### config.mk
export PLATFORM = sky130hd
export DESIGN_NAME = ecd_day_split
export DESIGN_NICKNAME = d
export VERILOG_FILES = /design/src/hdl/ecd_pkg.sv /design/src/hdl/ecd_day_split.sv
export SDC_FILE = /design/constraint.sdc
export NUM_CORES = 2
export LEC_CHECK = 0
export ABC_AREA = 1
export BUFFER_PORTS_ARGS = -buffer_cell sky130_fd_sc_hd__buf_4
export CORE_MARGIN = 5
export CORE_UTILIZATION = 55
export CTS_CLUSTER_SIZE = 16
export DETAILED_ROUTE_END_ITERATION = 16
export GPL_TIMING_DRIVEN = 0
export PLACE_DENSITY_LB_ADDON = 0.1
export SETUP_SLACK_MARGIN = 0.15
export SLEW_MARGIN = 20
export SYNTH_ARGS = -nofsm -noshare
export SYNTH_HDL_FRONTEND = slang
export SYNTH_SLANG_ARGS = --single-unit
### constraint.sdc
create_clock -name clk -period 5.3 [get_ports clk]
set_input_delay 1.06 -clock clk [delete_from_list [all_inputs] [get_ports clk]]
set_output_delay 1.06 -clock clk [all_outputs]
set_load 0.01 [all_outputs]
### src/hdl/ecd_pkg.sv
// Shared types, constants and tables for the epoch-milliseconds to civil date converter.
package ecd_pkg;

    localparam int unsigned MS_W     = 48;
    localparam int unsigned YEAR_W   = 14;
    localparam int unsigned MONTH_W  = 4;
    localparam int unsigned DAY_W    = 5;
    localparam int unsigned HOUR_W   = 5;
    localparam int unsigned MINUTE_W = 6;
    localparam int unsigned SECOND_W = 6;
    localparam int unsigned MILLI_W  = 10;

    localparam longint MS_PER_DAY    = 86400000;
    localparam longint MS_PER_HOUR   = 3600000;
    localparam longint MS_PER_MINUTE = 60000;
    localparam longint MS_PER_SECOND = 1000;
    localparam longint SHIFT_DAYS    = 719468;
    localparam longint DAYS_PER_ERA  = 146097;
    localparam longint DAYS_PER_4Y   = 1460;
    localparam longint DAYS_PER_CENT = 36524;
    localparam longint DAYS_PER_YEAR = 365;
    localparam longint MP_DAYS       = 153;
    localparam longint YEARS_PER_ERA = 400;
    localparam longint YEARS_PER_CENT = 100;
    localparam int unsigned MP_JAN   = 10;

    // day split: MS_PER_DAY = 2^LO_W * DS_DIV
    localparam int unsigned LO_W       = 10;
    localparam longint      DS_DIV     = MS_PER_DAY / (64'd1 << LO_W);
    localparam int unsigned DS_Y_W     = MS_W - LO_W + 1;
    localparam int unsigned DS_DIGIT_W = 13;
    localparam int unsigned DS_DIGITS  = DS_Y_W / DS_DIGIT_W;
    localparam int unsigned DS_REM_W   = 17;
    localparam int unsigned DS_SHIFT   = DS_REM_W + DS_DIGIT_W + DS_REM_W;
    localparam int unsigned DS_RECIP_W = 31;
    localparam logic [DS_RECIP_W-1:0] DS_RECIP =
        DS_RECIP_W'(((64'd1 << DS_SHIFT) + 64'(DS_DIV) - 64'd1) / 64'(DS_DIV));
    // day offset making the shifted input non-negative
    localparam longint DAY_BIAS = (64'd1 << (MS_W - 1)) / 64'(MS_PER_DAY) + 64'd1;
    localparam logic [DS_Y_W-1:0] DS_BIAS = DS_Y_W'(64'(DAY_BIAS) * 64'(DS_DIV));

    localparam int unsigned DAYS_W = 22;
    localparam int unsigned REM_W  = DS_REM_W + LO_W;

    // era offset keeps the shifted day count non-negative
    localparam longint ERA_BIAS = 7;
    localparam logic [DAYS_W-1:0] Z_BIAS =
        DAYS_W'(64'(ERA_BIAS * DAYS_PER_ERA + SHIFT_DAYS) - 64'(DAY_BIAS));

    localparam int unsigned ERA_W      = 5;
    localparam int unsigned ERA_SHIFT  = 40;
    localparam logic [22:0] ERA_RECIP  =
        23'(((64'd1 << ERA_SHIFT) + 64'(DAYS_PER_ERA) - 64'd1) / 64'(DAYS_PER_ERA));
    localparam int unsigned DOE_W      = 18;
    localparam int unsigned Q4_SHIFT   = 29;
    localparam logic [18:0] Q4_RECIP   =
        19'(((64'd1 << Q4_SHIFT) + 64'(DAYS_PER_4Y) - 64'd1) / 64'(DAYS_PER_4Y));
    localparam int unsigned YOE_W      = 9;
    localparam int unsigned YR_SHIFT   = 27;
    localparam logic [18:0] YR_RECIP   =
        19'(((64'd1 << YR_SHIFT) + 64'(DAYS_PER_YEAR) - 64'd1) / 64'(DAYS_PER_YEAR));
    localparam int unsigned MP_SHIFT   = 19;
    localparam logic [11:0] MP_RECIP   =
        12'(((64'd1 << MP_SHIFT) + 64'(MP_DAYS) - 64'd1) / 64'(MP_DAYS));

    // time of day: hour = (rem >> 7) / 28125, minute = (x >> 5) / 1875, second = (x >> 3) / 125
    localparam int unsigned H_PRE      = 7;
    localparam int unsigned H_SHIFT    = 35;
    localparam longint      H_DIV      = MS_PER_HOUR / (64'd1 << H_PRE);
    localparam logic [20:0] H_RECIP    =
        21'(((64'd1 << H_SHIFT) + 64'(H_DIV) - 64'd1) / 64'(H_DIV));
    localparam int unsigned M_PRE      = 5;
    localparam int unsigned M_SHIFT    = 28;
    localparam longint      M_DIV      = MS_PER_MINUTE / (64'd1 << M_PRE);
    localparam logic [17:0] M_RECIP    =
        18'(((64'd1 << M_SHIFT) + 64'(M_DIV) - 64'd1) / 64'(M_DIV));
    localparam int unsigned S_PRE      = 3;
    localparam int unsigned S_SHIFT    = 20;
    localparam longint      S_DIV      = MS_PER_SECOND / (64'd1 << S_PRE);
    localparam logic [13:0] S_RECIP    =
        14'(((64'd1 << S_SHIFT) + 64'(S_DIV) - 64'd1) / 64'(S_DIV));

    localparam int unsigned DS_STAGES    = 1 + 2 * DS_DIGITS;
    localparam int unsigned CIVIL_STAGES = 9;
    localparam int unsigned TOD_STAGES   = 6;
    localparam int unsigned ALIGN_STAGES = CIVIL_STAGES - TOD_STAGES;

    typedef struct packed {
        logic              valid;
        logic [DAYS_W-1:0] days;
        logic [REM_W-1:0]  rem;
    } days_t;

    typedef struct packed {
        logic [HOUR_W-1:0]   hour;
        logic [MINUTE_W-1:0] minute;
        logic [SECOND_W-1:0] second;
        logic [MILLI_W-1:0]  millisecond;
    } tod_t;

    // first day of a March-based month within the year
    function automatic logic [8:0] month_start(input logic [3:0] mp);
        logic [8:0] r;
        unique case (mp)
            4'd0:    r = 9'd0;
            4'd1:    r = 9'd31;
            4'd2:    r = 9'd61;
            4'd3:    r = 9'd92;
            4'd4:    r = 9'd122;
            4'd5:    r = 9'd153;
            4'd6:    r = 9'd184;
            4'd7:    r = 9'd214;
            4'd8:    r = 9'd245;
            4'd9:    r = 9'd275;
            4'd10:   r = 9'd306;
            4'd11:   r = 9'd337;
            default: r = 9'd0;
        endcase
        return r;
    endfunction

endpackage

### src/hdl/ecd_day_split.sv
// Pipelined floor division of the millisecond count into day number and time-of-day remainder.
module ecd_day_split (
    input  logic                                clk,
    input  logic                                rst_n,
    input  logic                                in_valid,
    input  logic signed [ecd_pkg::MS_W-1:0]     epoch_millis,
    output ecd_pkg::days_t                      days_out
);
    localparam int unsigned ND = ecd_pkg::DS_DIGITS;
    localparam int unsigned DW = ecd_pkg::DS_DIGIT_W;
    localparam int unsigned YW = ecd_pkg::DS_Y_W;
    localparam int unsigned RW = ecd_pkg::DS_REM_W;
    localparam int unsigned LW = ecd_pkg::LO_W;
    localparam int unsigned VW = RW + DW;
    localparam int unsigned PW = VW + ecd_pkg::DS_RECIP_W;
    localparam int unsigned MW = ecd_pkg::MS_W;

    logic            in_valid_reg;
    logic [YW-1:0]   y_reg;
    logic [YW-1:0]   y_next;
    logic [LW-1:0]   lo_reg;

    logic [ND-1:0]   mv_reg;
    logic [ND-1:0]   rv_reg;
    logic [VW-1:0]   mval_reg [ND];
    logic [VW-1:0]   mval_next [ND];
    logic [DW-1:0]   mq_reg [ND];
    logic [DW-1:0]   mq_next [ND];
    logic [YW-1:0]   my_reg [ND];
    logic [YW-1:0]   ry_reg [ND];
    logic [LW-1:0]   mlo_reg [ND];
    logic [LW-1:0]   rlo_reg [ND];
    logic [YW-1:0]   macc_reg [ND];
    logic [YW-1:0]   racc_reg [ND];
    logic [YW-1:0]   racc_next [ND];
    logic [RW-1:0]   rr_reg [ND];
    logic [RW-1:0]   rr_next [ND];

    logic [ND-1:0]   src_valid;
    logic [YW-1:0]   src_y [ND];
    logic [YW-1:0]   src_acc [ND];
    logic [LW-1:0]   src_lo [ND];
    logic [RW-1:0]   src_r [ND];
    logic [PW-1:0]   prod [ND];

    // offset by a whole number of days so the dividend is non-negative
    assign y_next = {epoch_millis[MW-1], epoch_millis[MW-1:LW]} + ecd_pkg::DS_BIAS;

    always_comb
    begin
        src_valid[0] = in_valid_reg;
        src_y[0]     = y_reg;
        src_lo[0]    = lo_reg;
        src_r[0]     = '0;
        src_acc[0]   = '0;
        for (int k = 1; k < ND; k++)
        begin
            src_valid[k] = rv_reg[k-1];
            src_y[k]     = ry_reg[k-1];
            src_lo[k]    = rlo_reg[k-1];
            src_r[k]     = rr_reg[k-1];
            src_acc[k]   = racc_reg[k-1];
        end
        for (int k = 0; k < ND; k++)
        begin
            mval_next[k] = {src_r[k], src_y[k][YW-1-DW*k -: DW]};
            prod[k]      = PW'(mval_next[k]) * PW'(ecd_pkg::DS_RECIP);
            mq_next[k]   = prod[k][ecd_pkg::DS_SHIFT +: DW];
            rr_next[k]   = RW'(mval_reg[k] - VW'(mq_reg[k]) * VW'(ecd_pkg::DS_DIV));
            racc_next[k] = {macc_reg[k][YW-DW-1:0], mq_reg[k]};
        end
    end

    always_ff @(posedge clk or negedge rst_n)
    begin
        if (!rst_n)
        begin
            in_valid_reg <= 1'b0;
            mv_reg       <= '0;
            rv_reg       <= '0;
        end
        else
        begin
            in_valid_reg <= in_valid;
            mv_reg       <= src_valid;
            rv_reg       <= mv_reg;
        end
    end

    always_ff @(posedge clk)
    begin
        y_reg  <= y_next;
        lo_reg <= epoch_millis[LW-1:0];
        for (int k = 0; k < ND; k++)
        begin
            mval_reg[k] <= mval_next[k];
            mq_reg[k]   <= mq_next[k];
            my_reg[k]   <= src_y[k];
            mlo_reg[k]  <= src_lo[k];
            macc_reg[k] <= src_acc[k];
            rr_reg[k]   <= rr_next[k];
            racc_reg[k] <= racc_next[k];
            ry_reg[k]   <= my_reg[k];
            rlo_reg[k]  <= mlo_reg[k];
        end
    end

    assign days_out.valid = rv_reg[ND-1];
    assign days_out.days  = racc_reg[ND-1][ecd_pkg::DAYS_W-1:0];
    assign days_out.rem   = {rr_reg[ND-1], rlo_reg[ND-1]};

endmodule

==> qor.yml <==
yosys:
  netlist_instances: 5686
  synth-seq-cells: 358
  synthMuxAreaShare: 0
  synthAdderAreaFrac: 0.559
  synthSimpleGateAreaFrac: 0.111
  synth_top_family_by_area: "adder cells"
  syn_area_mm2: 0.0510
  async_flop_share: 0.0196
  synth-edff-count: 0
  netlist_top_cells_area: "fa_1 (34%), ha_1 (22%), dfxtp_1 (14%)"
  synth_compound_area_frac: 0.0287
  syn_nets: 7494
  synth_cell_types: 44
  seq_area_frac_synth: 0.141
  synth_top_area_frac: 0.340
  ys_warn_count: 0
  avgSynthCellArea_um2: 8.96
  synth_xor_area_frac: 0.0206
  synth_ff_type: "dfxtp_1"
  synth_largest_area_cell: "fa_1"
timing:
  rsz0062_at_grt: "yes"
  period_share: 1.13
  slew_violations: 0
  finalSetupViolations: 26
  worst_pin_slew_ns: 0.520
  final.setup_skew_ns: 0.0446
  setup_slack_ns: -0.690
  hold_viol_final: 0
  period_minus_slack_ns: 5.99
  maxSlewHeadroom: 0.653
  max_freq_ghz: 0.167
  hold_ws_ns: 0.264
layout:
  seq_area_mm2: 0.00739
  final_nets: 7790
  fillers: 7719
  layout-drive-gt1-share: 0.178
  fin_area_mm2: 0.0593
  area_growth_pct: 16.3
  multi_input_area_mm2: 0.0395
  largest_reg_flops: 78
die:
  start_util: 0.555
  fp.coreArea_mm2: 0.0918
  rows: 111
  die_w_um: 314
  die_y_um: 314
  dieArea_mm2: 0.0988
  io_pins: 101
global_route:
  overflow: 0
  grt_pass1_wl_um: 218000
  grt_max_degree: 16
  grtUsageTotal: 0.290
  grt_antenna_before_repair: 2
  grt_pass1_vias: 39294
clock_tree:
  clockBufferDepth: 3
  clk_latency_ns: 0.62
  cts.htree.levels: 2
  clkTransAtPathRegs_ns: 0.08
  cts_tree: "yes"
  numCtsBuffers: 40
  root_buffer: "clkbuf_16"
  cts_sinks: 358
routing:
  via_count: 36384
  drc: 0
  drt-vias-per-instance: 5.01
  wirelength_um: 140000
  wl_per_cell_um: 19.2
  antenna_left: 0
  drt_iter0_markers: 1881
  drtPass1Iterations: 6
placed_design:
  port_buffers: 100
  dp_hpwl_um: 121000
  placed_cell_area_mm2: 0.0541
  place_congestion: 1.01
setup_path:
  startpoint: "ry_reg[0][50]"
  cp-end-kind: "flop"
  crit_type: "flop to flop"
  cp.arrival_ns: 6.54
  start_kind: "flop"
  required_ns: 5.85
  critPathMaxFanout: 6
  r2r-start: "ry_reg[0][50]"
  r2r_cells: 23
outcome:
  status: "finished with violations"
  violations: "negative setup slack"
min_path:
  hold_class: "input pin to async pin"
run:
  maxCapViolations: 0
[path summary, 6_finish.rpt]
kind	end	slack [ns]
max	mq_reg[0][36]	-0.69
min	rv_reg[2]	0.26
max reg2reg	mq_reg[0][36]	-0.69
min reg2reg	ry_reg[0][20]	0.30
max in group asynchronous	in_valid_reg	4.91
min in group clk	ry_reg[0][20]	0.30
[cells in the mapped netlist, drive strengths merged, types with 8 or more instances]
cell and count:
xnor2 36, a21oi 167, ha 891, and2 10, nor3b 8, nand3b 11
nor3 40, fa 866, inv 1825, nand3 128, buf 33, xor2 84
nand4 36, nor2 203, o21ai 46, nand2 877, dfxtp 351, o21bai 28
[timing repair]
item                                    CTS  global route
cloned                                    0             0
pin swaps                               144           187
endpoints found under the setup margin   26            27
endpoints found under the hold margin     0             0
hold buffers                              0             0
gates resized for setup                 315           321
buffers inserted                         86            68
[layer usage]
metal / vias up / part of all wire / track usage
li1: 17365 / - / -
met1: 17622 / 0.39 / 0.340
met2: 1002 / 0.49 / 0.506
met3: 391 / 0.052 / 0.0467
met4: 4 / 0.075 / 0.162
met5: - / 0.00019 / 0
[cells by family (layout without fill, tap and decap cells)]
family	Yosys count	in the layout
fa+ha+maj	1757	1757
buf+inv	1860	2188
compound gates	265	265
xor+xnor	120	120
flops	358	358
simple gates	1325	1325
other cells	1	4
[critical path, stage by stage, from the launching register on]
cell,delay [ns]
dfxtp_4,0.44
ha_4,0.23
fa_1,0.53
inv_2,0.05
fa_1,0.54
fa_1,0.56
inv_2,0.04
fa_1,0.55
fa_1,0.43
fa_1,0.51
inv_2,0.06
fa_1,0.61
inv_2,0.07
ha_4,0.30
nand2_4,0.08
nor2_4,0.20
nand3_4,0.13
nor2_2,0.11
nand2_2,0.07
nand3_2,0.09
nand2_2,0.09
nand3_1,0.10
nand2_1,0.06
nand2_2,0.10
[layout by cell type, fill, tap and decap left out, types with 41 or more instances in the layout]
cell type and n:
xor2_1 83, nor2_2 41, nand2_4 43, buf_4 265, inv_1 1696, nor2_1 127, nand2_1 710, clkbuf_16 43
ha_1 773, a21oi_1 121, nand2_2 123, dfxtp_4 46, inv_2 102, fa_1 833, ha_4 97, nand3_1 101
dfxtp_1 289
[stage by stage]
stage / utilization / std cells / TNS (ns) / setup WS, ns
4_1_cts: 0.626 / 7189 / -16.20 / -0.713
3_3_place_gp: 0.590 / 7029 / -24.69 / -1.26
5_1_grt: 0.645 / 7257 / -19.97 / -0.838
3_5_place_dp: 0.590 / 7029 / -25.62 / -1.27
2_1_floorplan: - / 5686 / -1.71 / -0.113
6_report: 0.646 / 7260 / -16.04 / -0.690
[area by class of cell]
class / count / share of cell area
Sequential cell: 358 / 0.125
Inverter: 1825 / 0.117
Timing Repair Buffer: 254 / 0.0349
Tap cell: 1243 / 0.0262
Multi-Input combinational cell: 3468 / 0.667
Buffer: 35 / 0.00431
Clock buffer: 48 / 0.0186
Antenna cell: 3 / 0.000127
Clock inverter: 26 / 0.00686
Power is left out: the tool's default activity adds up to more than one toggle a clock period on the data nets, which glitch-free logic cannot reach.
