`src/hdl/ecd_pkg.sv`:
```
// Shared types, constants and tables for the epoch-milliseconds to civil date converter.
package ecd_pkg;

    localparam int unsigned MS_W     = 48;
    localparam int unsigned YEAR_W   = 14;
    localparam int unsigned MONTH_W  = 4;
    localparam int unsigned DAY_W    = 5;
    localparam int unsigned HOUR_W   = 5;
    localparam int unsigned MINUTE_W = 6;
    localparam int unsigned SECOND_W = 6;
    localparam int unsigned MILLI_W  = 10;

    localparam longint MS_PER_DAY    = 86400000;
    localparam longint MS_PER_HOUR   = 3600000;
    localparam longint MS_PER_MINUTE = 60000;
    localparam longint MS_PER_SECOND = 1000;
    localparam longint SHIFT_DAYS    = 719468;
    localparam longint DAYS_PER_ERA  = 146097;
    localparam longint DAYS_PER_4Y   = 1460;
    localparam longint DAYS_PER_CENT = 36524;
    localparam longint DAYS_PER_YEAR = 365;
    localparam longint MP_DAYS       = 153;
    localparam longint YEARS_PER_ERA = 400;
    localparam longint YEARS_PER_CENT = 100;
    localparam int unsigned MP_JAN   = 10;

    // day split: MS_PER_DAY = 2^LO_W * DS_DIV
    localparam int unsigned LO_W       = 10;
    localparam longint      DS_DIV     = MS_PER_DAY / (64'd1 << LO_W);
    localparam int unsigned DS_Y_W     = MS_W - LO_W + 1;
    localparam int unsigned DS_DIGIT_W = 13;
    localparam int unsigned DS_DIGITS  = DS_Y_W / DS_DIGIT_W;
    localparam int unsigned DS_REM_W   = 17;
    localparam int unsigned DS_SHIFT   = DS_REM_W + DS_DIGIT_W + DS_REM_W;
    localparam int unsigned DS_RECIP_W = 31;
    localparam logic [DS_RECIP_W-1:0] DS_RECIP =
        DS_RECIP_W'(((64'd1 << DS_SHIFT) + 64'(DS_DIV) - 64'd1) / 64'(DS_DIV));
    // day offset making the shifted input non-negative
    localparam longint DAY_BIAS = (64'd1 << (MS_W - 1)) / 64'(MS_PER_DAY) + 64'd1;
    localparam logic [DS_Y_W-1:0] DS_BIAS = DS_Y_W'(64'(DAY_BIAS) * 64'(DS_DIV));

    localparam int unsigned DAYS_W = 22;
    localparam int unsigned REM_W  = DS_REM_W + LO_W;

    // era offset keeps the shifted day count non-negative
    localparam longint ERA_BIAS = 7;
    localparam logic [DAYS_W-1:0] Z_BIAS =
        DAYS_W'(64'(ERA_BIAS * DAYS_PER_ERA + SHIFT_DAYS) - 64'(DAY_BIAS));

    localparam int unsigned ERA_W      = 5;
    localparam int unsigned ERA_SHIFT  = 40;
    localparam logic [22:0] ERA_RECIP  =
        23'(((64'd1 << ERA_SHIFT) + 64'(DAYS_PER_ERA) - 64'd1) / 64'(DAYS_PER_ERA));
    localparam int unsigned DOE_W      = 18;
    localparam int unsigned Q4_SHIFT   = 29;
    localparam logic [18:0] Q4_RECIP   =
        19'(((64'd1 << Q4_SHIFT) + 64'(DAYS_PER_4Y) - 64'd1) / 64'(DAYS_PER_4Y));
    localparam int unsigned YOE_W      = 9;
    localparam int unsigned YR_SHIFT   = 27;
    localparam logic [18:0] YR_RECIP   =
        19'(((64'd1 << YR_SHIFT) + 64'(DAYS_PER_YEAR) - 64'd1) / 64'(DAYS_PER_YEAR));
    localparam int unsigned MP_SHIFT   = 19;
    localparam logic [11:0] MP_RECIP   =
        12'(((64'd1 << MP_SHIFT) + 64'(MP_DAYS) - 64'd1) / 64'(MP_DAYS));

    // time of day: hour = (rem >> 7) / 28125, minute = (x >> 5) / 1875, second = (x >> 3) / 125
    localparam int unsigned H_PRE      = 7;
    localparam int unsigned H_SHIFT    = 35;
    localparam longint      H_DIV      = MS_PER_HOUR / (64'd1 << H_PRE);
    localparam logic [20:0] H_RECIP    =
        21'(((64'd1 << H_SHIFT) + 64'(H_DIV) - 64'd1) / 64'(H_DIV));
    localparam int unsigned M_PRE      = 5;
    localparam int unsigned M_SHIFT    = 28;
    localparam longint      M_DIV      = MS_PER_MINUTE / (64'd1 << M_PRE);
    localparam logic [17:0] M_RECIP    =
        18'(((64'd1 << M_SHIFT) + 64'(M_DIV) - 64'd1) / 64'(M_DIV));
    localparam int unsigned S_PRE      = 3;
    localparam int unsigned S_SHIFT    = 20;
    localparam longint      S_DIV      = MS_PER_SECOND / (64'd1 << S_PRE);
    localparam logic [13:0] S_RECIP    =
        14'(((64'd1 << S_SHIFT) + 64'(S_DIV) - 64'd1) / 64'(S_DIV));

    localparam int unsigned DS_STAGES    = 1 + 2 * DS_DIGITS;
    localparam int unsigned CIVIL_STAGES = 9;
    localparam int unsigned TOD_STAGES   = 6;
    localparam int unsigned ALIGN_STAGES = CIVIL_STAGES - TOD_STAGES;

    typedef struct packed {
        logic              valid;
        logic [DAYS_W-1:0] days;
        logic [REM_W-1:0]  rem;
    } days_t;

    typedef struct packed {
        logic [HOUR_W-1:0]   hour;
        logic [MINUTE_W-1:0] minute;
        logic [SECOND_W-1:0] second;
        logic [MILLI_W-1:0]  millisecond;
    } tod_t;

    // first day of a March-based month within the year
    function automatic logic [8:0] month_start(input logic [3:0] mp);
        logic [8:0] r;
        unique case (mp)
            4'd0:    r = 9'd0;
            4'd1:    r = 9'd31;
            4'd2:    r = 9'd61;
            4'd3:    r = 9'd92;
            4'd4:    r = 9'd122;
            4'd5:    r = 9'd153;
            4'd6:    r = 9'd184;
            4'd7:    r = 9'd214;
            4'd8:    r = 9'd245;
            4'd9:    r = 9'd275;
            4'd10:   r = 9'd306;
            4'd11:   r = 9'd337;
            default: r = 9'd0;
        endcase
        return r;
    endfunction

endpackage

```
`src/hdl/ecd_tod.sv`:
```
// Pipelined split of the day remainder into hour, minute, second and millisecond.
module ecd_tod (
    input  logic                           clk,
    input  logic [ecd_pkg::REM_W-1:0]      rem,
    output ecd_pkg::tod_t                  tod
);
    localparam int unsigned RMW = ecd_pkg::REM_W;
    localparam int unsigned HW  = ecd_pkg::HOUR_W;
    localparam int unsigned NW  = ecd_pkg::MINUTE_W;
    localparam int unsigned SW  = ecd_pkg::SECOND_W;
    localparam int unsigned LW  = ecd_pkg::MILLI_W;
    localparam int unsigned R1W = 22;
    localparam int unsigned R2W = 16;
    localparam int unsigned HPW = 41;
    localparam int unsigned MPW = 35;
    localparam int unsigned SPW = 27;

    logic [HPW-1:0] h_prod;
    logic [MPW-1:0] m_prod;
    logic [SPW-1:0] s_prod;

    logic [HW-1:0]  h1_reg;
    logic [RMW-1:0] rem1_reg;
    logic [HW-1:0]  h2_reg;
    logic [R1W-1:0] rest2_reg;
    logic [HW-1:0]  h3_reg;
    logic [NW-1:0]  n3_reg;
    logic [R1W-1:0] rest3_reg;
    logic [HW-1:0]  h4_reg;
    logic [NW-1:0]  n4_reg;
    logic [R2W-1:0] rest4_reg;
    logic [HW-1:0]  h5_reg;
    logic [NW-1:0]  n5_reg;
    logic [SW-1:0]  s5_reg;
    logic [R2W-1:0] rest5_reg;
    ecd_pkg::tod_t  tod_reg;
    ecd_pkg::tod_t  tod_next;

    assign h_prod = HPW'(rem[RMW-1:ecd_pkg::H_PRE]) * HPW'(ecd_pkg::H_RECIP);
    assign m_prod = MPW'(rest2_reg[R1W-1:ecd_pkg::M_PRE]) * MPW'(ecd_pkg::M_RECIP);
    assign s_prod = SPW'(rest4_reg[R2W-1:ecd_pkg::S_PRE]) * SPW'(ecd_pkg::S_RECIP);

    always_comb
    begin
        tod_next.hour        = h5_reg;
        tod_next.minute      = n5_reg;
        tod_next.second      = s5_reg;
        tod_next.millisecond = LW'(rest5_reg - R2W'(s5_reg) * R2W'(ecd_pkg::MS_PER_SECOND));
    end

    always_ff @(posedge clk)
    begin
        h1_reg    <= h_prod[ecd_pkg::H_SHIFT +: HW];
        rem1_reg  <= rem;
        h2_reg    <= h1_reg;
        rest2_reg <= R1W'(rem1_reg - RMW'(h1_reg) * RMW'(ecd_pkg::MS_PER_HOUR));
        h3_reg    <= h2_reg;
        n3_reg    <= m_prod[ecd_pkg::M_SHIFT +: NW];
        rest3_reg <= rest2_reg;
        h4_reg    <= h3_reg;
        n4_reg    <= n3_reg;
        rest4_reg <= R2W'(rest3_reg - R1W'(n3_reg) * R1W'(ecd_pkg::MS_PER_MINUTE));
        h5_reg    <= h4_reg;
        n5_reg    <= n4_reg;
        s5_reg    <= s_prod[ecd_pkg::S_SHIFT +: SW];
        rest5_reg <= rest4_reg;
        tod_reg   <= tod_next;
    end

    assign tod = tod_reg;

endmodule

```
`config.mk`:
```
export PLATFORM = sky130hd
export DESIGN_NAME = ecd_tod
export DESIGN_NICKNAME = d
export VERILOG_FILES = /design/src/hdl/ecd_pkg.sv /design/src/hdl/ecd_tod.sv
export SDC_FILE = /design/constraint.sdc
export NUM_CORES = 1
export LEC_CHECK = 0
export ABC_AREA = 1
export BUFFER_PORTS_ARGS = -buffer_cell sky130_fd_sc_hd__buf_4
export CAP_MARGIN = 15
export CORE_UTILIZATION = 40
export CTS_BUF_LIST = sky130_fd_sc_hd__clkbuf_2 sky130_fd_sc_hd__clkbuf_4 sky130_fd_sc_hd__clkbuf_8
export DETAILED_ROUTE_END_ITERATION = 12
export PLACE_DENSITY_LB_ADDON = 0.3
export SLEW_MARGIN = 25
export SYNTH_ARGS = -nofsm -noshare
export SYNTH_HDL_FRONTEND = slang
export SYNTH_SLANG_ARGS = --single-unit
```
`constraint.sdc`:
```
create_clock -name clk -period 12.2 [get_ports clk]
set_clock_uncertainty 0.2 [all_clocks]
set_input_delay 2.44 -clock clk [delete_from_list [all_inputs] [get_ports clk]]
set_output_delay 2.44 -clock clk [all_outputs]
set_load 0.1 [all_outputs]
```
==> results by stage <==
Run status:
- The flow ran to the end, and the final reports show no timing, DRC or antenna violations.

Timing:
- The final count of hold timing violations was 0.
- The final number of max-transition violations was 0.
- Across all hold checks on the routed design, the worst slack comes to roughly 0.11 ns.
- The post-route minimum period is 6.445 ns.
- In the finished design, the share of the clock period the worst path needs comes to 0.5282.
- At the pin with the least slew margin, the transition time is around 0.66 ns.
- Setup repair after global routing left no endpoint under its margin.
- The headroom to the max-slew limit is 0.5614.
- The count of endpoints failing setup in the final report is 0.
- The upper clock frequency limit is ~160 MHz.
- The worst setup slack after layout is ~5.8 ns.
- The setup TNS is 0 ns.

Clock tree:
- The number of hold-repair buffers added at the cts stage is 0.
- The H-tree was split into 4 levels.
- The buffer depth of the longest clock path is 2.
- TritonCTS built the clock tree.
- At the later pin of the worst-skew pair, clock insertion delay measures between 0.5 and 0.6 ns.
- Clock-pin slew was measured on the worst setup and hold paths at 0.10 ns.
- The clock sink count is roughly 160.
- In this run, CTS created clock tree buffers numbering 17.
- Once the clock tree was built, the resizer swapped 0 gates to a different size.
- CTS placed an instance of sky130_fd_sc_hd__clkbuf_8 at the clock tree root.
- The number of setup buffers added after CTS is 0.

Flow run:
- The tool flagged a number of max-cap violations equal to 0.

Logic synthesis:
- After synthesis, the cell types taking the most area are sky130_fd_sc_hd__ha_1 30%, sky130_fd_sc_hd__fa_1 23%, sky130_fd_sc_hd__dfxtp_1 17%, sky130_fd_sc_hd__inv_1 11%, sky130_fd_sc_hd__nand2_1 6.3%.
- The count of warnings emitted by yosys is 0.
- The per-instance average area after synthesis is around 9 um^2.
- The post-synthesis register bit count is between 150 and 200.
- The share of the Yosys chip area taken by registers is 0.1673.
- Summing every instance area after synthesis gives 19,390 um^2.
- Counting every instance in the synthesized netlist gives between 2,000 and 2,500.
- Of the post-synthesis cell area, the dominant cell type holds 0.2962.
- sky130_fd_sc_hd__ha_1 takes more of the synthesized area than any other cell.
- The post-synthesis cell type count is 36.
- The number of nets in the synthesized netlist is 2,907.

Worst setup path:
- The critical path in this run is classified as in -> reg.
- At the worst endpoint, the required time is about 12 ns.
- The buffer and inverter count on the worst path is 5.
- Traced cell by cell, the critical path runs through buf_4, ha_1, ha_1, fa_1, inv_1, fa_1, inv_1, fa_1, inv_1, fa_1, inv_1, ha_1, a21o_1, o21ai_0, a21oi_1, nor2_1, nand2_1, nand2_1, nand2_1.
- The critical path endpoint category is a register.
- The most critical setup path has its startpoint at rem[15].
- For this design, the slowest cell found on the critical path is sky130_fd_sc_hd__fa_1.
- For the worst setup path, the data arrival time is ~6.6 ns.
- The highest cell delay on the worst timing path is roughly 0.54 ns.
- STA classifies the critical path startpoint as a primary input.
- Among cell families on the critical path, the largest total delay comes from adder cells.
- Along the worst path, the maximum fanout reaches 8.
- The startpoint identified for the worst register-to-register timing path is rest2_reg[9].
- For flop-to-flop paths, the worst setup slack is about 6.6 ns.
- The logic depth of the worst setup path including buffers is 19.
- Counting cells, the worst reg-to-reg path comes to 19.
- The critical path ends at h1_reg[3].
- In this run the critical register-to-register path is captured at n3_reg[3].

Die:
- The total core area is about 48,000 um^2.
- The die width is 222.2 um.
- From bottom edge to top edge, the die measures ~220 um.
- In this run the core area contains 80 standard-cell rows.
- The initial utilization of the core area, before any placement, comes to 0.4061.
- The top-level I/O count is 55.
- The die covers approximately 49,000 um^2.

Global route:
- The global-route usage over all layers is 0.1743.
- The largest net degree at the start of global routing is 17.
- After global routing the overflow that remains totals 0.
- The number of global-route vias before repair is 14,260.
- The first global-routing pass estimated ~70,000 um of wire.
- The number of antenna violations at the first check in global routing is 0.

Finish:
- The design area is 20,960 um^2.
- The register with the most flip-flops in the layout has 27 of them.
- Relative to the synthesized area, the layout overhead comes to 8.098%.
- In the final design database the tool counted just under 3,000 nets.
- Leaving out fill and tap cells, the most frequent cell in the layout is sky130_fd_sc_hd__inv_1.
- The fraction of layout instances using a drive strength above 1 is 0.04506.
- In the layout the commonest cells are 556 x sky130_fd_sc_hd__inv_1, 459 x sky130_fd_sc_hd__ha_1, 326 x sky130_fd_sc_hd__nand2_1, 220 x sky130_fd_sc_hd__fa_1, 162 x sky130_fd_sc_hd__dfxtp_1.

Placement:
- The placement-stage worst setup slack is 5.256 ns.
- The placer's final routability congestion estimate is 0.8897.
- After legalization and detailed placement, the total HPWL measured around 36,000 um.
- The number of port buffers is 54.
- Summing all placed instances gives a cell area of between 20,000 and 25,000 um^2.

Routing:
- The starting DRC count in detailed routing is 588.
- The routed wire length is 41,000 um.
- After detailed routing, the average wire length per cell comes to roughly 14 um.
- The remaining antenna violation count after routing is 0.
- After detailed routing, the number of remaining DRC violations is 0.
- The length of the first detailed-routing pass in iterations is 7.
- After detailed routing, the number of vias per cell comes to approximately 4.8.
- The routed layout has roughly 14,000 vias.

Worst hold path:
- The path class of the tightest hold or removal check is reg -> reg.
per-stage QoR:
stage               utilization  std cells
floorplan                     -       2200
global placement         0.4307       2869
detailed placement       0.4307       2869
CTS                      0.4389       2901
global route             0.4389       2901
finish                   0.4390       2902
layer usage:
| metal | vias to the layer above | wire, um | GRT usage |
|---|---|---|---|
| met5 | - | 0 | 0 |
| met4 | 0 | 607 | 0.04346 |
| met3 | 46 | 1308 | 0.02473 |
| met2 | 191 | 19580 | 0.2982 |
| met1 | 6586 | 19500 | 0.2304 |
| li1 | 7058 | - | - |
synth_stat cells (all sizes together):
cell type and instances:
nand2 328, o31ai 1, xor2 41, a21o 6
o21bai 8, o211ai 1, or2 1, nand4 13
nand3 53, nor3b 1, a31oi 8, nor3 15
nand2b 1, nand3b 5, a211oi 1, a21boi 6
nor4 8, o2111ai 3, o21a 5, inv 559
o21ai 67, nor2 95, xnor2 20, dfxtp 162
ha 459, fa 220, a21oi 113
cell type report:
cell class                 instances  area (um^2)
antenna                            1        2.502
clock buffer                      20        269.0
clock inverter                    12        123.9
fill                            4619        26790
inverter                         559         2098
multi-input combinational       1479        14050
sequential                       162         3243
tap                              615        769.5
timing repair buffer              54        405.4
cells by family (layout without fill, tap and decap cells):
logic type | Yosys count | in the layout | share of synthesized area
adder cells (fa/ha/maj) | 679 | 679 | 0.5233
other | 0 | 1 | 0
buffers and inverters | 559 | 645 | 0.1082
flip-flops | 162 | 162 | 0.1673
AO/OA/AOI/OAI | 219 | 219 | 0.06201
XOR/XNOR | 61 | 61 | 0.02755
AND/OR/NAND/NOR | 520 | 520 | 0.1116
how the worst min path moves through the flow:
stage | slack [ns] | endpoint | depth (start not counted) | from
after floorplan | 0.11 | h3_reg[0] | 0 | h2_reg[0]
after global placement | 0.11 | rest3_reg[1] | 0 | rest2_reg[1]
after detailed placement | 0.11 | rest2_reg[3] | 0 | rem1_reg[3]
after CTS | 0.12 | rest4_reg[4] | 0 | rest3_reg[4]
after global routing | 0.12 | h3_reg[0] | 0 | h2_reg[0]
final | 0.11 | rest4_reg[4] | 0 | rest3_reg[4]
Power is not shown: default switching activity piles up to over one toggle a cycle in this logic, so the estimate is an artifact.
