### src/hdl/ecd_pkg.sv
// Shared types, constants and tables for the epoch-milliseconds to civil date converter.
package ecd_pkg;

    localparam int unsigned MS_W     = 48;
    localparam int unsigned YEAR_W   = 14;
    localparam int unsigned MONTH_W  = 4;
    localparam int unsigned DAY_W    = 5;
    localparam int unsigned HOUR_W   = 5;
    localparam int unsigned MINUTE_W = 6;
    localparam int unsigned SECOND_W = 6;
    localparam int unsigned MILLI_W  = 10;

    localparam longint MS_PER_DAY    = 86400000;
    localparam longint MS_PER_HOUR   = 3600000;
    localparam longint MS_PER_MINUTE = 60000;
    localparam longint MS_PER_SECOND = 1000;
    localparam longint SHIFT_DAYS    = 719468;
    localparam longint DAYS_PER_ERA  = 146097;
    localparam longint DAYS_PER_4Y   = 1460;
    localparam longint DAYS_PER_CENT = 36524;
    localparam longint DAYS_PER_YEAR = 365;
    localparam longint MP_DAYS       = 153;
    localparam longint YEARS_PER_ERA = 400;
    localparam longint YEARS_PER_CENT = 100;
    localparam int unsigned MP_JAN   = 10;

    // day split: MS_PER_DAY = 2^LO_W * DS_DIV
    localparam int unsigned LO_W       = 10;
    localparam longint      DS_DIV     = MS_PER_DAY / (64'd1 << LO_W);
    localparam int unsigned DS_Y_W     = MS_W - LO_W + 1;
    localparam int unsigned DS_DIGIT_W = 13;
    localparam int unsigned DS_DIGITS  = DS_Y_W / DS_DIGIT_W;
    localparam int unsigned DS_REM_W   = 17;
    localparam int unsigned DS_SHIFT   = DS_REM_W + DS_DIGIT_W + DS_REM_W;
    localparam int unsigned DS_RECIP_W = 31;
    localparam logic [DS_RECIP_W-1:0] DS_RECIP =
        DS_RECIP_W'(((64'd1 << DS_SHIFT) + 64'(DS_DIV) - 64'd1) / 64'(DS_DIV));
    // day offset making the shifted input non-negative
    localparam longint DAY_BIAS = (64'd1 << (MS_W - 1)) / 64'(MS_PER_DAY) + 64'd1;
    localparam logic [DS_Y_W-1:0] DS_BIAS = DS_Y_W'(64'(DAY_BIAS) * 64'(DS_DIV));

    localparam int unsigned DAYS_W = 22;
    localparam int unsigned REM_W  = DS_REM_W + LO_W;

    // era offset keeps the shifted day count non-negative
    localparam longint ERA_BIAS = 7;
    localparam logic [DAYS_W-1:0] Z_BIAS =
        DAYS_W'(64'(ERA_BIAS * DAYS_PER_ERA + SHIFT_DAYS) - 64'(DAY_BIAS));

    localparam int unsigned ERA_W      = 5;
    localparam int unsigned ERA_SHIFT  = 40;
    localparam logic [22:0] ERA_RECIP  =
        23'(((64'd1 << ERA_SHIFT) + 64'(DAYS_PER_ERA) - 64'd1) / 64'(DAYS_PER_ERA));
    localparam int unsigned DOE_W      = 18;
    localparam int unsigned Q4_SHIFT   = 29;
    localparam logic [18:0] Q4_RECIP   =
        19'(((64'd1 << Q4_SHIFT) + 64'(DAYS_PER_4Y) - 64'd1) / 64'(DAYS_PER_4Y));
    localparam int unsigned YOE_W      = 9;
    localparam int unsigned YR_SHIFT   = 27;
    localparam logic [18:0] YR_RECIP   =
        19'(((64'd1 << YR_SHIFT) + 64'(DAYS_PER_YEAR) - 64'd1) / 64'(DAYS_PER_YEAR));
    localparam int unsigned MP_SHIFT   = 19;
    localparam logic [11:0] MP_RECIP   =
        12'(((64'd1 << MP_SHIFT) + 64'(MP_DAYS) - 64'd1) / 64'(MP_DAYS));

    // time of day: hour = (rem >> 7) / 28125, minute = (x >> 5) / 1875, second = (x >> 3) / 125
    localparam int unsigned H_PRE      = 7;
    localparam int unsigned H_SHIFT    = 35;
    localparam longint      H_DIV      = MS_PER_HOUR / (64'd1 << H_PRE);
    localparam logic [20:0] H_RECIP    =
        21'(((64'd1 << H_SHIFT) + 64'(H_DIV) - 64'd1) / 64'(H_DIV));
    localparam int unsigned M_PRE      = 5;
    localparam int unsigned M_SHIFT    = 28;
    localparam longint      M_DIV      = MS_PER_MINUTE / (64'd1 << M_PRE);
    localparam logic [17:0] M_RECIP    =
        18'(((64'd1 << M_SHIFT) + 64'(M_DIV) - 64'd1) / 64'(M_DIV));
    localparam int unsigned S_PRE      = 3;
    localparam int unsigned S_SHIFT    = 20;
    localparam longint      S_DIV      = MS_PER_SECOND / (64'd1 << S_PRE);
    localparam logic [13:0] S_RECIP    =
        14'(((64'd1 << S_SHIFT) + 64'(S_DIV) - 64'd1) / 64'(S_DIV));

    localparam int unsigned DS_STAGES    = 1 + 2 * DS_DIGITS;
    localparam int unsigned CIVIL_STAGES = 9;
    localparam int unsigned TOD_STAGES   = 6;
    localparam int unsigned ALIGN_STAGES = CIVIL_STAGES - TOD_STAGES;

    typedef struct packed {
        logic              valid;
        logic [DAYS_W-1:0] days;
        logic [REM_W-1:0]  rem;
    } days_t;

    typedef struct packed {
        logic [HOUR_W-1:0]   hour;
        logic [MINUTE_W-1:0] minute;
        logic [SECOND_W-1:0] second;
        logic [MILLI_W-1:0]  millisecond;
    } tod_t;

    // first day of a March-based month within the year
    function automatic logic [8:0] month_start(input logic [3:0] mp);
        logic [8:0] r;
        unique case (mp)
            4'd0:    r = 9'd0;
            4'd1:    r = 9'd31;
            4'd2:    r = 9'd61;
            4'd3:    r = 9'd92;
            4'd4:    r = 9'd122;
            4'd5:    r = 9'd153;
            4'd6:    r = 9'd184;
            4'd7:    r = 9'd214;
            4'd8:    r = 9'd245;
            4'd9:    r = 9'd275;
            4'd10:   r = 9'd306;
            4'd11:   r = 9'd337;
            default: r = 9'd0;
        endcase
        return r;
    endfunction

endpackage

### src/hdl/ecd_civil.sv
// Pipelined civil-from-days conversion of the shifted day number into year, month and day.
module ecd_civil (
    input  logic                                  clk,
    input  logic                                  rst_n,
    input  ecd_pkg::days_t                        days_in,
    output logic                                  out_valid,
    output logic signed [ecd_pkg::YEAR_W-1:0]     year,
    output logic [ecd_pkg::MONTH_W-1:0]           month,
    output logic [ecd_pkg::DAY_W-1:0]             day
);
    localparam int unsigned NS  = ecd_pkg::CIVIL_STAGES;
    localparam int unsigned ZW  = ecd_pkg::DAYS_W;
    localparam int unsigned EW  = ecd_pkg::ERA_W;
    localparam int unsigned OW  = ecd_pkg::DOE_W;
    localparam int unsigned YOW = ecd_pkg::YOE_W;
    localparam int unsigned YW  = ecd_pkg::YEAR_W;
    localparam int unsigned MW  = ecd_pkg::MONTH_W;
    localparam int unsigned DYW = ecd_pkg::DAY_W;
    localparam int unsigned EPW = 45;
    localparam int unsigned QPW = 37;
    localparam int unsigned MPW = 23;
    localparam int unsigned DOYW = 9;
    localparam int unsigned NUMW = 11;

    logic [NS-1:0]   vld_reg;

    logic [ZW-1:0]   z1_reg;
    logic [ZW-1:0]   z2_reg;
    logic [EW-1:0]   era2_reg;
    logic [EW-1:0]   era3_reg;
    logic [OW-1:0]   doe3_reg;
    logic [EW-1:0]   era4_reg;
    logic [OW-1:0]   doe4_reg;
    logic [6:0]      a4_reg;
    logic [2:0]      b4_reg;
    logic            c4_reg;
    logic [EW-1:0]   era5_reg;
    logic [OW-1:0]   doe5_reg;
    logic [OW-1:0]   t5_reg;
    logic [EW-1:0]   era6_reg;
    logic [OW-1:0]   doe6_reg;
    logic [YOW-1:0]  yoe6_reg;
    logic [EW-1:0]   era7_reg;
    logic [YOW-1:0]  yoe7_reg;
    logic [DOYW-1:0] doy7_reg;
    logic [EW-1:0]   era8_reg;
    logic [YOW-1:0]  yoe8_reg;
    logic [DOYW-1:0] doy8_reg;
    logic [3:0]      mp8_reg;
    logic signed [YW-1:0] year_reg;
    logic signed [YW-1:0] year_next;
    logic [MW-1:0]   month_reg;
    logic [MW-1:0]   month_next;
    logic [DYW-1:0]  day_reg;
    logic [DYW-1:0]  day_next;

    logic [EPW-1:0]  era_prod;
    logic [QPW-1:0]  a_prod;
    logic [2:0]      b_val;
    logic [QPW-1:0]  yoe_prod;
    logic [1:0]      cent;
    logic [OW-1:0]   yday_base;
    logic [NUMW-1:0] mp_num;
    logic [MPW-1:0]  mp_prod;
    logic signed [YW-1:0] era_s;
    logic            early;

    always_comb
    begin
        era_prod = EPW'(z1_reg) * EPW'(ecd_pkg::ERA_RECIP);
        a_prod   = QPW'(doe3_reg) * QPW'(ecd_pkg::Q4_RECIP);
        b_val    = 3'(doe3_reg >= OW'(ecd_pkg::DAYS_PER_CENT))
                 + 3'(doe3_reg >= OW'(2 * ecd_pkg::DAYS_PER_CENT))
                 + 3'(doe3_reg >= OW'(3 * ecd_pkg::DAYS_PER_CENT))
                 + 3'(doe3_reg >= OW'(4 * ecd_pkg::DAYS_PER_CENT));
        yoe_prod = QPW'(t5_reg) * QPW'(ecd_pkg::YR_RECIP);
        cent     = 2'(yoe6_reg >= YOW'(ecd_pkg::YEARS_PER_CENT))
                 + 2'(yoe6_reg >= YOW'(2 * ecd_pkg::YEARS_PER_CENT))
                 + 2'(yoe6_reg >= YOW'(3 * ecd_pkg::YEARS_PER_CENT));
        yday_base = OW'(yoe6_reg) * OW'(ecd_pkg::DAYS_PER_YEAR)
                  + OW'(yoe6_reg >> 2) - OW'(cent);
        mp_num   = NUMW'(doy7_reg) * NUMW'(5) + NUMW'(2);
        mp_prod  = MPW'(mp_num) * MPW'(ecd_pkg::MP_RECIP);

        early      = (mp8_reg >= 4'(ecd_pkg::MP_JAN));
        month_next = early ? MW'(mp8_reg - 4'(9)) : MW'(mp8_reg + 4'(3));
        day_next   = DYW'(doy8_reg - ecd_pkg::month_start(mp8_reg) + DOYW'(1));
        era_s      = $signed(YW'(era8_reg)) - $signed(YW'(ecd_pkg::ERA_BIAS));
        year_next  = era_s * $signed(YW'(ecd_pkg::YEARS_PER_ERA))
                   + $signed(YW'(yoe8_reg)) + $signed(YW'(early));
    end

    always_ff @(posedge clk or negedge rst_n)
    begin
        if (!rst_n)
        begin
            vld_reg <= '0;
        end
        else
        begin
            vld_reg <= {vld_reg[NS-2:0], days_in.valid};
        end
    end

    always_ff @(posedge clk)
    begin
        z1_reg    <= days_in.days + ecd_pkg::Z_BIAS;
        z2_reg    <= z1_reg;
        era2_reg  <= era_prod[ecd_pkg::ERA_SHIFT +: EW];
        era3_reg  <= era2_reg;
        doe3_reg  <= OW'(z2_reg - ZW'(era2_reg) * ZW'(ecd_pkg::DAYS_PER_ERA));
        era4_reg  <= era3_reg;
        doe4_reg  <= doe3_reg;
        a4_reg    <= a_prod[ecd_pkg::Q4_SHIFT +: 7];
        b4_reg    <= b_val;
        c4_reg    <= (doe3_reg == OW'(ecd_pkg::DAYS_PER_ERA - 1));
        era5_reg  <= era4_reg;
        doe5_reg  <= doe4_reg;
        t5_reg    <= doe4_reg - OW'(a4_reg) + OW'(b4_reg) - OW'(c4_reg);
        era6_reg  <= era5_reg;
        doe6_reg  <= doe5_reg;
        yoe6_reg  <= yoe_prod[ecd_pkg::YR_SHIFT +: YOW];
        era7_reg  <= era6_reg;
        yoe7_reg  <= yoe6_reg;
        doy7_reg  <= DOYW'(doe6_reg - yday_base);
        era8_reg  <= era7_reg;
        yoe8_reg  <= yoe7_reg;
        doy8_reg  <= doy7_reg;
        mp8_reg   <= mp_prod[ecd_pkg::MP_SHIFT +: 4];
        year_reg  <= year_next;
        month_reg <= month_next;
        day_reg   <= day_next;
    end

    assign out_valid = vld_reg[NS-1];
    assign year      = year_reg;
    assign month     = month_reg;
    assign day       = day_reg;

endmodule

### config.mk
export PLATFORM = sky130hd
export DESIGN_NAME = ecd_civil
export DESIGN_NICKNAME = d
export VERILOG_FILES = /design/src/hdl/ecd_pkg.sv /design/src/hdl/ecd_civil.sv
export SDC_FILE = /design/constraint.sdc
export NUM_CORES = 2
export LEC_CHECK = 0
export BUFFER_PORTS_ARGS = -buffer_cell sky130_fd_sc_hd__buf_2
export CAP_MARGIN = 10
export CORE_MARGIN = 2
export CORE_UTILIZATION = 50
export CTS_CLUSTER_SIZE = 30
export DETAILED_ROUTE_END_ITERATION = 7
export PLACE_DENSITY = 0.72
export RECOVER_POWER = 100
export SYNTH_ARGS = -nofsm -noshare
export SYNTH_HDL_FRONTEND = slang
export SYNTH_SLANG_ARGS = --single-unit
### constraint.sdc
create_clock -name clk -period 18.6 [get_ports clk]
set_clock_uncertainty 0.1 [all_clocks]
set_input_delay 0.93 -clock clk [delete_from_list [all_inputs] [get_ports clk]]
set_output_delay 0.93 -clock clk [all_outputs]
set_load 0.005 [all_outputs]
==> run summary <==
The worst setup path is captured at a flop. In the final routed layout, each cell accounts on average for 15.1 um. The overall die area came out at 64900 um2. The register with the most flip-flops in the layout has 22 of them. In this run the tightest slew margin relative to its limit is -23.3%. The first routing iteration left 752 violations.

The net count after synthesis was 4227. Summing the sequential cell areas from Yosys gives 15.4% of the chip area. STA puts the critical path data required time at 18.95 ns. The netlist uses 81 different library cells.

For the number of detailed-route iterations in the first pass, the log shows 5. Setup violations remaining at the end of the flow were counted as 0. The floorplan step set the die width to 255 um. The combined area of all synthesized cells was 31400 um2; the fraction of synthesized cell area taken by the top area cell type was 30.9%. The post-route netlist has 2.81% of its cells at a drive strength greater than 1. In this run the remaining antenna-violating nets after routing total 0. The repair_antennas step left the layout with diodes totalling 0. In the final timing run, aggregate negative setup slack is 0 ns. The first global-routing pass estimated 101 mm of wire. Synthesis produced 2920 cells. The final reports fail on capacitance limit, slew limit. The worst setup path is launched from a flop. The worst setup path is of the flop to flop kind. The CTS H-tree depth is 1, and the buffer levels on the longest clock path is 3.

In the routed layout, each cell is associated on average with a via count of 4.97. After synthesis, the cell types taking the most area are ha_1 (31%), fa_1 (30%), dfxtp_1 (15%), inv_1 (9.1%), xnor2_1 (2.9%). The via count of the first global-routing pass came out at 20900. The transition at the pin with the smallest max-transition slack was 1.83 ns; the via count was 19200. Counting flops with an async set or reset pin after synthesis yields a share of 3.75%. Share of the cycle needed by the critical path after routing: 46.1%.

Of all cell types, the one taking the most synthesized area is ha_1. For this design, the CTS-stage hold fixing added 0 buffers. 76 I/O pins were placed.

The remaining global-route overflow was 0. The tools report the largest net degree at the start of global routing as 16. For this run, the leading register cell type out of synthesis is dfxtp_1. Clock latency on the worst-skew pair: 0.57 ns.

For the worst setup path, the data arrival time is 8.92 ns. After floorplanning, the core was sized to cover 61900 um2. The number of max-slew violations in the final report is 10, and the combined global-route utilization of all metal layers is 19.4%. The clock period could shrink to 8.57 ns. The clock-pin slew reported for the worst setup and hold paths after clock tree synthesis works out to 0.07 ns.

After the last flow step, the layout net total stands at 4311. The number of cells on the worst reg-to-reg path is 26. The run gives 0 as the DRC violation count after routing. The run gives 1 as the max-capacitance violation count.

The worst hold-check path type was input port to asynchronous set/reset pin. The run gives 0 as the initial antenna violation count. Based on the critical path, the design can be clocked at up to 0.117 GHz. Mean instance size in the synthesized netlist: 10.8 um2. The worst register-to-register path has a setup slack of 10.03 ns. The final count of hold timing violations was 0; the effective utilization at floorplan was 50.8%. The clock sink count came out at 240. Yosys printed 0 warnings. The height of the chip was 255 um; the maximum fanout along the worst path was 9.

The number of enable-type register cells in the synthesized netlist was 0. The flow ran to the end, but the final reports show violations. The tools report the weighted congestion reported at the end of routability-driven placement as 0.894. The launch instance of the worst register-to-register path is doy7_reg[1]. TritonCTS created 27 clock buffers.

The logs give 0 for the count of cells resized by post-cts repair and 58.2 mm for the aggregate routed wire length. TritonCTS built the clock tree. For the total number of placement rows, the log shows 91. The number of setup buffers added after CTS is 0.

The run gives 49.6 mm as the detailed-placement wirelength estimate. CTS placed an instance of clkbuf_16 at the clock tree root. Relative to the synthesized area, the layout overhead comes to 6.95%. Input and output buffers added on the ports amount to 48. Setup repair after global routing left no endpoint under its margin. In this run, synthesis produced a sequential element count of 240.
cell usage after synthesis (31+ instances only):
library cell	n
ha_1	777
inv_1	764
fa_1	478
dfxtp_1	231
xnor2_1	103
a21oi_1	85
nor2_1	63
nand2_1	55
a21o_1	35
xor2_1	35
nand3_1	31
critical path, stage by stage (launching register included):
cell and delay, ns:
dfxtp_1 0.44, ha_1 0.28, ha_1 0.33, o211a_1 0.15, o21a_1 0.19, o21a_1 0.20, o21a_1 0.18, o21ai_0 0.20
a21boi_0 0.20, or4b_1 0.49, nand3_1 0.19, ha_1 0.20, inv_1 0.09, fa_1 0.45, fa_1 0.52, fa_1 0.54
fa_1 0.55, inv_1 0.04, ha_1 0.29, a211oi_1 0.07, o21ai_0 0.18, o211ai_1 0.25, a31oi_4 0.21, nor2_1 0.08
o311ai_0 1.44, nor2b_1 0.23, mux2_1 0.37
how the worst max path moves through the flow:
stage,from,end,slack [ns],depth (start not counted)
global placement,doy7_reg[1],flop,11.02,28
floorplan,doy7_reg[1],flop,11.63,28
global route,doy7_reg[1],flop,9.39,26
finish,doy7_reg[1],flop,10.03,26
detailed placement,doy7_reg[1],flop,10.90,28
CTS,doy7_reg[1],flop,10.85,28
cell type report:
cell class,instances,area [um2]
Inverter,765,2870
Timing Repair Buffer,55,235
Fill cell,5384,28300
Clock inverter,21,303
Tap cell,837,1050
Clock buffer,29,703
Multi-Input combinational cell,1915,23600
Sequential cell,240,4850
stage by stage:
step | setup WS [ns] | hold WS, ns | util (%) | area (um2) | cells
global route | 9.39 | 0.200 | 54.3 | 33600 | 3862
detailed placement | 10.90 | 0.212 | 52.9 | 32800 | 3812
finish | 10.03 | 0.177 | 54.3 | 33600 | 3862
CTS | 10.85 | 0.0681 | 54.5 | 33800 | 3862
global placement | 11.02 | 0.210 | 52.9 | 32800 | 3812
floorplan | 11.63 | 0.210 | - | 31400 | 2920
placed cells by master (no fill, tap or decap), drive strengths merged, types with 9 or more instances in the layout:
| cell | netlist | routed |
|---|---|---|
| a211oi | 13 | 13 |
| a21o | 35 | 35 |
| a21oi | 87 | 87 |
| buf | 0 | 23 |
| clkbuf | 0 | 61 |
| dfrtp | 9 | 9 |
| dfxtp | 231 | 231 |
| fa | 478 | 478 |
| ha | 777 | 777 |
| inv | 765 | 771 |
| nand2 | 55 | 55 |
| nand3 | 31 | 31 |
| nand4 | 13 | 13 |
| nor2 | 64 | 64 |
| nor2b | 16 | 16 |
| nor3 | 27 | 27 |
| o21a | 17 | 17 |
| o21ai | 34 | 34 |
| o21bai | 11 | 11 |
| xnor2 | 103 | 103 |
| xor2 | 35 | 35 |
kinds of logic (layout without fill, tap and decap cells):
| group | after synthesis | in the layout | synth area share [%] |
|---|---|---|---|
| AO/OA/AOI/OAI | 275 | 275 | 6.26 |
| XOR/XNOR | 138 | 138 | 3.84 |
| buffers and inverters | 765 | 870 | 9.13 |
| AND/OR/NAND/NOR | 242 | 242 | 3.79 |
| flip-flops | 240 | 240 | 15.4 |
| adder cells (fa/ha/maj) | 1255 | 1255 | 61.4 |
| multiplexers | 5 | 5 | 0.175 |
layer usage:
| metal | GRT usage (%) | part of all wire, % | vias to the layer above |
|---|---|---|---|
| li1 | - | - | 9461 |
| met1 | 24.9 | 45 | 9337 |
| met2 | 34.5 | 50 | 280 |
| met3 | 2.24 | 3.1 | 100 |
| met4 | 5.53 | 2.7 | 0 |
| met5 | 0 | 0 | - |
Power is not shown: default switching activity piles up to over one toggle a cycle in this logic, so the estimate is an artifact.
